`src/sv/uvn_pkg.sv`:
```
// Package with shared types and constants for the unit vector normalizer.
`default_nettype none

package uvn_pkg;

    localparam int AXES_DEF   = 6;
    localparam int COMP_W     = 32;
    localparam int SQ_W       = 64;
    localparam int SUM_W      = 66;
    localparam int LEN_W      = 33;
    localparam int AXIS_W     = 3;
    localparam int QUO_W      = 31;
    localparam int SQRT_STEPS = 33;
    localparam int DIV_STEPS  = 31;
    localparam int STEP_W     = 6;

    typedef enum logic [2:0] {
        ST_IDLE,
        ST_ACCUM,
        ST_ROOT_LOAD,
        ST_ROOT,
        ST_DIV_LOAD,
        ST_DIV,
        ST_EMIT
    } state_t;

    typedef struct packed {
        logic take;
        logic accum;
        logic root_init;
        logic root_step;
        logic div_init;
        logic div_step;
        logic emit;
        logic clear;
    } cmd_t;

    typedef struct packed {
        logic last_item;
        logic last_axis;
        logic out_free;
    } sts_t;

endpackage

`default_nettype wire

```
`src/sv/uvn_ctrl.sv`:
```
// Controller state machine that sequences accumulation, square root and division.
`default_nettype none

module uvn_ctrl (
    input  wire logic         clk,
    input  wire logic         rst_n,
    input  wire logic         in_valid,
    output logic              in_stall,
    input  uvn_pkg::sts_t     sts,
    output uvn_pkg::cmd_t     cmd
);
    import uvn_pkg::*;

    state_t             state_reg;
    state_t             state_next;
    logic [STEP_W-1:0]  step_reg;
    logic [STEP_W-1:0]  step_next;

    always_ff @(posedge clk or negedge rst_n)
    begin
        if (!rst_n)
        begin
            state_reg <= ST_IDLE;
            step_reg  <= '0;
        end
        else
        begin
            state_reg <= state_next;
            step_reg  <= step_next;
        end
    end

    always_comb
    begin
        state_next = state_reg;
        step_next  = step_reg;
        unique case (state_reg)
            ST_IDLE:
            begin
                if (in_valid)
                begin
                    state_next = ST_ACCUM;
                end
            end
            ST_ACCUM:
            begin
                state_next = sts.last_item ? ST_ROOT_LOAD : ST_IDLE;
            end
            ST_ROOT_LOAD:
            begin
                step_next  = '0;
                state_next = ST_ROOT;
            end
            ST_ROOT:
            begin
                step_next = step_reg + 1'b1;
                if (step_reg == STEP_W'(SQRT_STEPS - 1))
                begin
                    state_next = ST_DIV_LOAD;
                end
            end
            ST_DIV_LOAD:
            begin
                step_next  = '0;
                state_next = ST_DIV;
            end
            ST_DIV:
            begin
                step_next = step_reg + 1'b1;
                if (step_reg == STEP_W'(DIV_STEPS - 1))
                begin
                    state_next = ST_EMIT;
                end
            end
            ST_EMIT:
            begin
                if (sts.out_free)
                begin
                    state_next = sts.last_axis ? ST_IDLE : ST_DIV_LOAD;
                end
            end
            default:
            begin
                state_next = ST_IDLE;
            end
        endcase
    end

    always_comb
    begin
        cmd      = '0;
        in_stall = 1'b1;
        unique case (state_reg)
            ST_IDLE:
            begin
                in_stall = 1'b0;
                cmd.take = in_valid;
            end
            ST_ACCUM:
            begin
                cmd.accum = 1'b1;
            end
            ST_ROOT_LOAD:
            begin
                cmd.root_init = 1'b1;
            end
            ST_ROOT:
            begin
                cmd.root_step = 1'b1;
            end
            ST_DIV_LOAD:
            begin
                cmd.div_init = 1'b1;
            end
            ST_DIV:
            begin
                cmd.div_step = 1'b1;
            end
            ST_EMIT:
            begin
                cmd.emit  = sts.out_free;
                cmd.clear = sts.out_free & sts.last_axis;
            end
            default:
            begin
                cmd = '0;
            end
        endcase
    end

endmodule

`default_nettype wire

```
`src/sv/uvn_dp.sv`:
```
// Datapath with component store, square accumulator, root and divide units, output register.
`default_nettype none

module uvn_dp #(
    parameter int AXES = uvn_pkg::AXES_DEF
) (
    input  wire logic                          clk,
    input  wire logic                          rst_n,
    input  wire logic [uvn_pkg::COMP_W-1:0]    component,
    input  uvn_pkg::cmd_t                      cmd,
    output uvn_pkg::sts_t                      sts,
    output logic                               out_valid,
    input  wire logic                          out_stall,
    output logic [uvn_pkg::AXIS_W-1:0]         axis_index,
    output logic [uvn_pkg::COMP_W-1:0]         unit_component,
    output logic [uvn_pkg::LEN_W-1:0]          length,
    output logic                               zero_length,
    output logic                               final_res
);
    import uvn_pkg::*;

    localparam int AW       = (AXES > 1) ? $clog2(AXES) : 1;
    localparam int ROOT_T_W = LEN_W + 3;
    localparam int REM_W    = LEN_W + 1;
    localparam int ONE_Q30  = 32'h4000_0000;

    logic [COMP_W-1:0]   store_reg [AXES];
    logic [AW-1:0]       cnt_reg;
    logic [AW-1:0]       axis_reg;
    logic [SQ_W-1:0]     sq_reg;
    logic [SUM_W-1:0]    sum_reg;
    logic                zero_reg;
    logic [SUM_W-1:0]    rad_reg;
    logic [REM_W-1:0]    rem_reg;
    logic [LEN_W-1:0]    root_reg;
    logic [LEN_W-1:0]    drem_reg;
    logic [QUO_W-1:0]    dbits_reg;
    logic [QUO_W-1:0]    quo_reg;
    logic                neg_reg;
    logic                out_valid_reg;
    logic [AXIS_W-1:0]   axis_out_reg;
    logic [COMP_W-1:0]   unit_reg;
    logic [LEN_W-1:0]    len_reg;
    logic                zero_out_reg;
    logic                final_reg;

    logic [COMP_W-1:0]   in_mag;
    logic [COMP_W-1:0]   sel_comp;
    logic [COMP_W-1:0]   sel_mag;
    logic [ROOT_T_W-1:0] root_t;
    logic [ROOT_T_W-1:0] root_trial;
    logic                root_ge;
    logic [LEN_W:0]      div_t;
    logic                div_ge;
    logic [COMP_W-1:0]   quo_clamp;
    logic [COMP_W-1:0]   unit_val;

    assign in_mag     = component[COMP_W-1] ? (~component + 1'b1) : component;
    assign sel_comp   = store_reg[axis_reg];
    assign sel_mag    = sel_comp[COMP_W-1] ? (~sel_comp + 1'b1) : sel_comp;

    assign root_t     = {rem_reg, rad_reg[SUM_W-1 -: 2]};
    assign root_trial = {1'b0, root_reg, 2'b01};
    assign root_ge    = (root_t >= root_trial);

    assign div_t      = {drem_reg, dbits_reg[QUO_W-1]};
    assign div_ge     = (div_t >= {1'b0, root_reg});

    assign quo_clamp  = ({1'b0, quo_reg} > COMP_W'(ONE_Q30)) ? COMP_W'(ONE_Q30)
                                                              : {1'b0, quo_reg};
    assign unit_val   = zero_reg ? '0 : (neg_reg ? (~quo_clamp + 1'b1) : quo_clamp);

    always_ff @(posedge clk)
    begin
        if (cmd.take)
        begin
            store_reg[cnt_reg] <= component;
            sq_reg             <= in_mag * in_mag;
        end
        if (cmd.root_init)
        begin
            rad_reg  <= sum_reg;
            rem_reg  <= '0;
            root_reg <= '0;
            zero_reg <= (sum_reg == '0);
        end
        else if (cmd.root_step)
        begin
            rad_reg <= {rad_reg[SUM_W-3:0], 2'b00};
            if (root_ge)
            begin
                rem_reg  <= REM_W'(root_t - root_trial);
                root_reg <= {root_reg[LEN_W-2:0], 1'b1};
            end
            else
            begin
                rem_reg  <= REM_W'(root_t);
                root_reg <= {root_reg[LEN_W-2:0], 1'b0};
            end
        end
        if (cmd.div_init)
        begin
            drem_reg  <= LEN_W'(sel_mag[COMP_W-1:1]);
            dbits_reg <= {sel_mag[0], {(QUO_W-1){1'b0}}};
            quo_reg   <= '0;
            neg_reg   <= sel_comp[COMP_W-1];
        end
        else if (cmd.div_step)
        begin
            dbits_reg <= {dbits_reg[QUO_W-2:0], 1'b0};
            if (div_ge)
            begin
                drem_reg <= LEN_W'(div_t - {1'b0, root_reg});
                quo_reg  <= {quo_reg[QUO_W-2:0], 1'b1};
            end
            else
            begin
                drem_reg <= LEN_W'(div_t);
                quo_reg  <= {quo_reg[QUO_W-2:0], 1'b0};
            end
        end
        if (cmd.emit)
        begin
            axis_out_reg <= AXIS_W'(axis_reg);
            unit_reg     <= unit_val;
            len_reg      <= root_reg;
            zero_out_reg <= zero_reg;
            final_reg    <= (axis_reg == AW'(AXES - 1));
        end
    end

    always_ff @(posedge clk or negedge rst_n)
    begin
        if (!rst_n)
        begin
            cnt_reg       <= '0;
            axis_reg      <= '0;
            sum_reg       <= '0;
            out_valid_reg <= 1'b0;
        end
        else
        begin
            if (cmd.clear)
            begin
                sum_reg <= '0;
                cnt_reg <= '0;
            end
            else if (cmd.accum)
            begin
                sum_reg <= sum_reg + {2'b00, sq_reg};
                if (cnt_reg != AW'(AXES - 1))
                begin
                    cnt_reg <= cnt_reg + 1'b1;
                end
            end
            if (cmd.root_init)
            begin
                axis_reg <= '0;
            end
            else if (cmd.emit)
            begin
                axis_reg <= axis_reg + 1'b1;
            end
            if (cmd.emit)
            begin
                out_valid_reg <= 1'b1;
            end
            else if (!out_stall)
            begin
                out_valid_reg <= 1'b0;
            end
        end
    end

    assign sts.last_item  = (cnt_reg == AW'(AXES - 1));
    assign sts.last_axis  = (axis_reg == AW'(AXES - 1));
    assign sts.out_free   = !out_valid_reg || !out_stall;

    assign out_valid      = out_valid_reg;
    assign axis_index     = axis_out_reg;
    assign unit_component = unit_reg;
    assign length         = len_reg;
    assign zero_length    = zero_out_reg;
    assign final_res      = final_reg;

endmodule

`default_nettype wire

```
`src/sv/unit_vector_normalizer_top.sv`:
```
// Top level of the unit vector normalizer: controller plus datapath.
// Each component is accumulated before the next is taken; the block stalls input while it works.
// After the last component the block loads and runs the 33-step square root, then for
// each axis loads and runs the shared 31-step divider and emits the result, waiting
// at the emit while the output is stalled.
// Asynchronous active-low reset clears the sum, the counters and the output valid.
`default_nettype none

module unit_vector_normalizer_top #(
    parameter int AXES = uvn_pkg::AXES_DEF
) (
    input  wire logic                          clk,
    input  wire logic                          rst_n,
    input  wire logic                          in_valid,
    output logic                               in_stall,
    input  wire logic [uvn_pkg::COMP_W-1:0]    component,
    output logic                               out_valid,
    input  wire logic                          out_stall,
    output logic [uvn_pkg::AXIS_W-1:0]         axis_index,
    output logic [uvn_pkg::COMP_W-1:0]         unit_component,
    output logic [uvn_pkg::LEN_W-1:0]          length,
    output logic                               zero_length,
    output logic                               final_res
);
    import uvn_pkg::*;

    cmd_t cmd;
    sts_t sts;

    uvn_ctrl u_ctrl (
        .clk      (clk),
        .rst_n    (rst_n),
        .in_valid (in_valid),
        .in_stall (in_stall),
        .sts      (sts),
        .cmd      (cmd)
    );

    uvn_dp #(
        .AXES (AXES)
    ) u_dp (
        .clk            (clk),
        .rst_n          (rst_n),
        .component      (component),
        .cmd            (cmd),
        .sts            (sts),
        .out_valid      (out_valid),
        .out_stall      (out_stall),
        .axis_index     (axis_index),
        .unit_component (unit_component),
        .length         (length),
        .zero_length    (zero_length),
        .final_res      (final_res)
    );

endmodule

`default_nettype wire

```
`config.mk`:
```
export PLATFORM = sky130hd
export DESIGN_NAME = unit_vector_normalizer_top
export DESIGN_NICKNAME = d
export VERILOG_FILES = /design/src/sv/uvn_pkg.sv /design/src/sv/uvn_ctrl.sv /design/src/sv/uvn_dp.sv /design/src/sv/unit_vector_normalizer_top.sv
export SDC_FILE = /design/constraint.sdc
export NUM_CORES = 2
export LEC_CHECK = 0
export BUFFER_PORTS_ARGS = -buffer_cell sky130_fd_sc_hd__buf_2
export CORE_UTILIZATION = 54
export CTS_BUF_LIST = sky130_fd_sc_hd__clkbuf_4 sky130_fd_sc_hd__clkbuf_8 sky130_fd_sc_hd__clkbuf_16
export CTS_CLUSTER_SIZE = 30
export DETAILED_ROUTE_END_ITERATION = 12
export GPL_TIMING_DRIVEN = 0
export PLACE_DENSITY = 0.76
export SLEW_MARGIN = 20
export SYNTH_ARGS = -nofsm -noshare
export SYNTH_HDL_FRONTEND = slang
export SYNTH_SLANG_ARGS = --single-unit
```
`constraint.sdc`:
```
create_clock -name clk -period 12.7 [get_ports clk]
set_input_delay 2.54 -clock clk [delete_from_list [all_inputs] [get_ports clk]]
set_output_delay 2.54 -clock clk [all_outputs]
set_load 0.02 [all_outputs]
```
==> results.json <==
{
  "status": "completed",
  "drt-total-wl_um": 182000,
  "multi_input_area_mm2": 0.0396,
  "cts_sinks": 607,
  "clock_latency_ps": 680,
  "rows": 122,
  "setup_viol": 0,
  "worst_pin_slew_ps": 1270,
  "start_util_pct": 54.8,
  "synth.cell_area_mm2": 0.0610,
  "worstSetupPathType": "in2reg",
  "clock.fmax_ghz": 0.0796,
  "synth_area_leaders": "fa_1 (26%), edfxtp_1 (21%), ha_1 (8.7%)",
  "yosysSeqAreaShare_pct": 27.6,
  "cp_slowest_stage_delay_ps": 560,
  "synth_cells": 6187,
  "grt_util_met2_pct": 52.2,
  "wire_per_inst_um": 22.8,
  "grt_max_degree": 70,
  "fin_area_mm2": 0.0669,
  "grt_pass1_wl_um": 276000,
  "finalHoldViolCount": 0,
  "area_growth_pct": 9.72,
  "core_area_mm2": 0.111,
  "drc": 0,
  "muxShareOfSynthArea_pct": 3.23,
  "fp.dieArea_mm2": 0.114,
  "worst_ep_arrival_time_ps": 12950,
  "die_w_um": 338,
  "finalSetupTns_ps": 0,
  "path_common_cell": "fa_1",
  "drive_above_1_share_pct": 8.55,
  "synth_top_family_by_area": "adder cells",
  "top_usage_layer": "met2",
  "die_h_um": 338,
  "clk_pin_slew_ps": 70,
  "crit_buf_inv": 9,
  "synthXorXnorAreaFrac_pct": 4.17,
  "drv_slew": 0,
  "htree_levels": 2,
  "async_flop_share_pct": 13.5,
  "avgSynthCellArea_um2": 9.85,
  "fillers": 9314,
  "grtUsageMet3_pct": 5.73,
  "hp-class": "reg2reg",
  "synth_top_area_share_pct": 26.2,
  "grt_antenna_before_repair": 6,
  "period_share_pct": 98.9,
  "cp-start-kind": "primary input",
  "crit_path_max_fanout": 17,
  "grt.total_usage_pct": 32.1,
  "root_buffer": "clkbuf_16",
  "regArea_mm2": 0.0168,
  "period_needed_ps": 12560,
  "dpl.hpwl_um": 146000,
  "rsz0062_at_grt": "false",
  "required_ps": 13090,
  "clk_path_buf_depth": 3,
  "slew_headroom_pct": 15.2,
  "cp_top_family": "adder cells",
  "cts_tree": "done",
  "ios": 108,
  "place_area_mm2": 0.0641,
  "synth_top_area_cell": "fa_1",
  "grt.overflow.total": 0,
  "largest_reg_flops": 192,
  "gp_congestion": 1.03,
  "num-nets-final": 7675,
  "synth_seq_cells": 607,
  "cts_buffers": 60,
  "synth_adder_area_share_pct": 34.9,
  "synth_edf_count": 425,
  "synth_top_flop_cell": "edfxtp_1",
  "met1_usage_pct": 41.8,
  "vias": 46400,
  "cts_hold_buffers": 0,
  "synth_common_cells": "inv_1 (1099), fa_1 (797), nand2_1 (610), nor2_1 (438)",
  "synth_compound_area_share_pct": 10.7,
  "vias_per_cell": 5.83,
  "first_pass_iters": 5,
  "drtIter0Drc": 4379,
  "critPathCaptureType": "register",
  "clock_skew_ps": 64.4,
  "port_buffers": 107,
  "synth.distinct_cells": 94,
  "grt_pass1_vias": 47000,
  "ant_nets": 0,
  "critPathSlowestCell": "fa_1",
  "yosysWarnings": 0,
  "yosys.area_share.simple_pct": 10.9,
  "yosysMostFrequentCell": "inv_1",
  "cap_violations": 0
}
path summary, 6_finish.rpt:
check                                   from  slack (ps)           endpoint  depth (start not counted)
max in group asynchronous              rst_n       10330     u_dp.out_valid                          2
max                             component[0]         140    u_dp.sq_reg[61]                         37
min                        u_dp.root_reg[25]         420    u_dp.length[25]                          0
min reg2reg                u_dp.root_reg[25]         420    u_dp.length[25]                          0
min in group asynchronous              rst_n        1710   u_dp.sum_reg[50]                          1
max reg2reg                 u_dp.axis_reg[0]        7750  u_dp.drem_reg[27]                         16
placed cells by master, fill, tap and decap left out, types with 68 or more instances in the layout:
master    synthesis  final
inv_1          1099   1096
nor2_1          438    425
buf_2            16    122
a21oi_1         289    282
a21o_1          102    102
edfxtp_1        425    425
o21ai_0         294    289
dfxtp_1         100    100
nand3_1         109    109
nand2_1         610    608
xor2_1          113    105
mux2_2           68     68
fa_1            797    793
xnor2_1         172    156
dfrtp_1          82     82
clkbuf_1        216    163
ha_1            425    417
metrics by stage:
stage	hold slack, ps	setup WS [ps]	util (%)	instances
after floorplan	408	0.922	-	6211
final	423	142	60.1	7961
after detailed placement	440	-3390	57.6	7836
after CTS	412	23.8	59.8	7953
after global routing	441	2.85	60.1	7958
after global placement	416	-3640	57.0	7806
cell type report:
| type | count | share of cell area (%) |
|---|---|---|
| timing repair buffer | 155 | 1.77 |
| clock buffer | 76 | 2.47 |
| tap | 1488 | 2.78 |
| clock inverter | 36 | 0.685 |
| sequential | 607 | 25.1 |
| buffer | 239 | 1.57 |
| antenna | 6 | 0.0225 |
| multi-input combinational | 4238 | 59.2 |
| inverter | 1116 | 6.31 |
worst reg2reg max path, delay by kind of cell (launching register included):
| kind | cells | cell delay, ps |
|---|---|---|
| xor gates and xnor gates | 1 | 100 |
| AOI/OAI and AO/OA | 5 | 960 |
| muxes | 1 | 270 |
| adders and majority gates | 1 | 320 |
| and+or+nand+nor | 4 | 1040 |
| buffers and inverters | 4 | 1490 |
| DFF | 1 | 500 |
logic make-up after synthesis:
kind of cell             count (synthesis)
AO/OA/AOI/OAI                         1048
adder cells (fa/ha/maj)               1222
multiplexers                           157
XOR/XNOR                               287
other                                    2
buffers and inverters                 1366
AND/OR/NAND/NOR                       1498
flip-flops                             607
metal layers:
| metal | part of all wire (%) | wire length (um) |
|---|---|---|
| met1 | 40 | 72400 |
| met2 | 47 | 84800 |
| met3 | 8.3 | 15000 |
| met4 | 5.2 | 9390 |
| met5 | 0.021 | 39 |
repair_timing:
action	4_1_cts	5_1_grt
buffers inserted	12	6
endpoints found under the setup margin	46	21
pin swaps	5	16
resized for setup	88	100
hold endpoints to repair	0	0
Power is left out: the tool's default activity adds up to more than one toggle a clock period on the data nets, which glitch-free logic cannot reach.
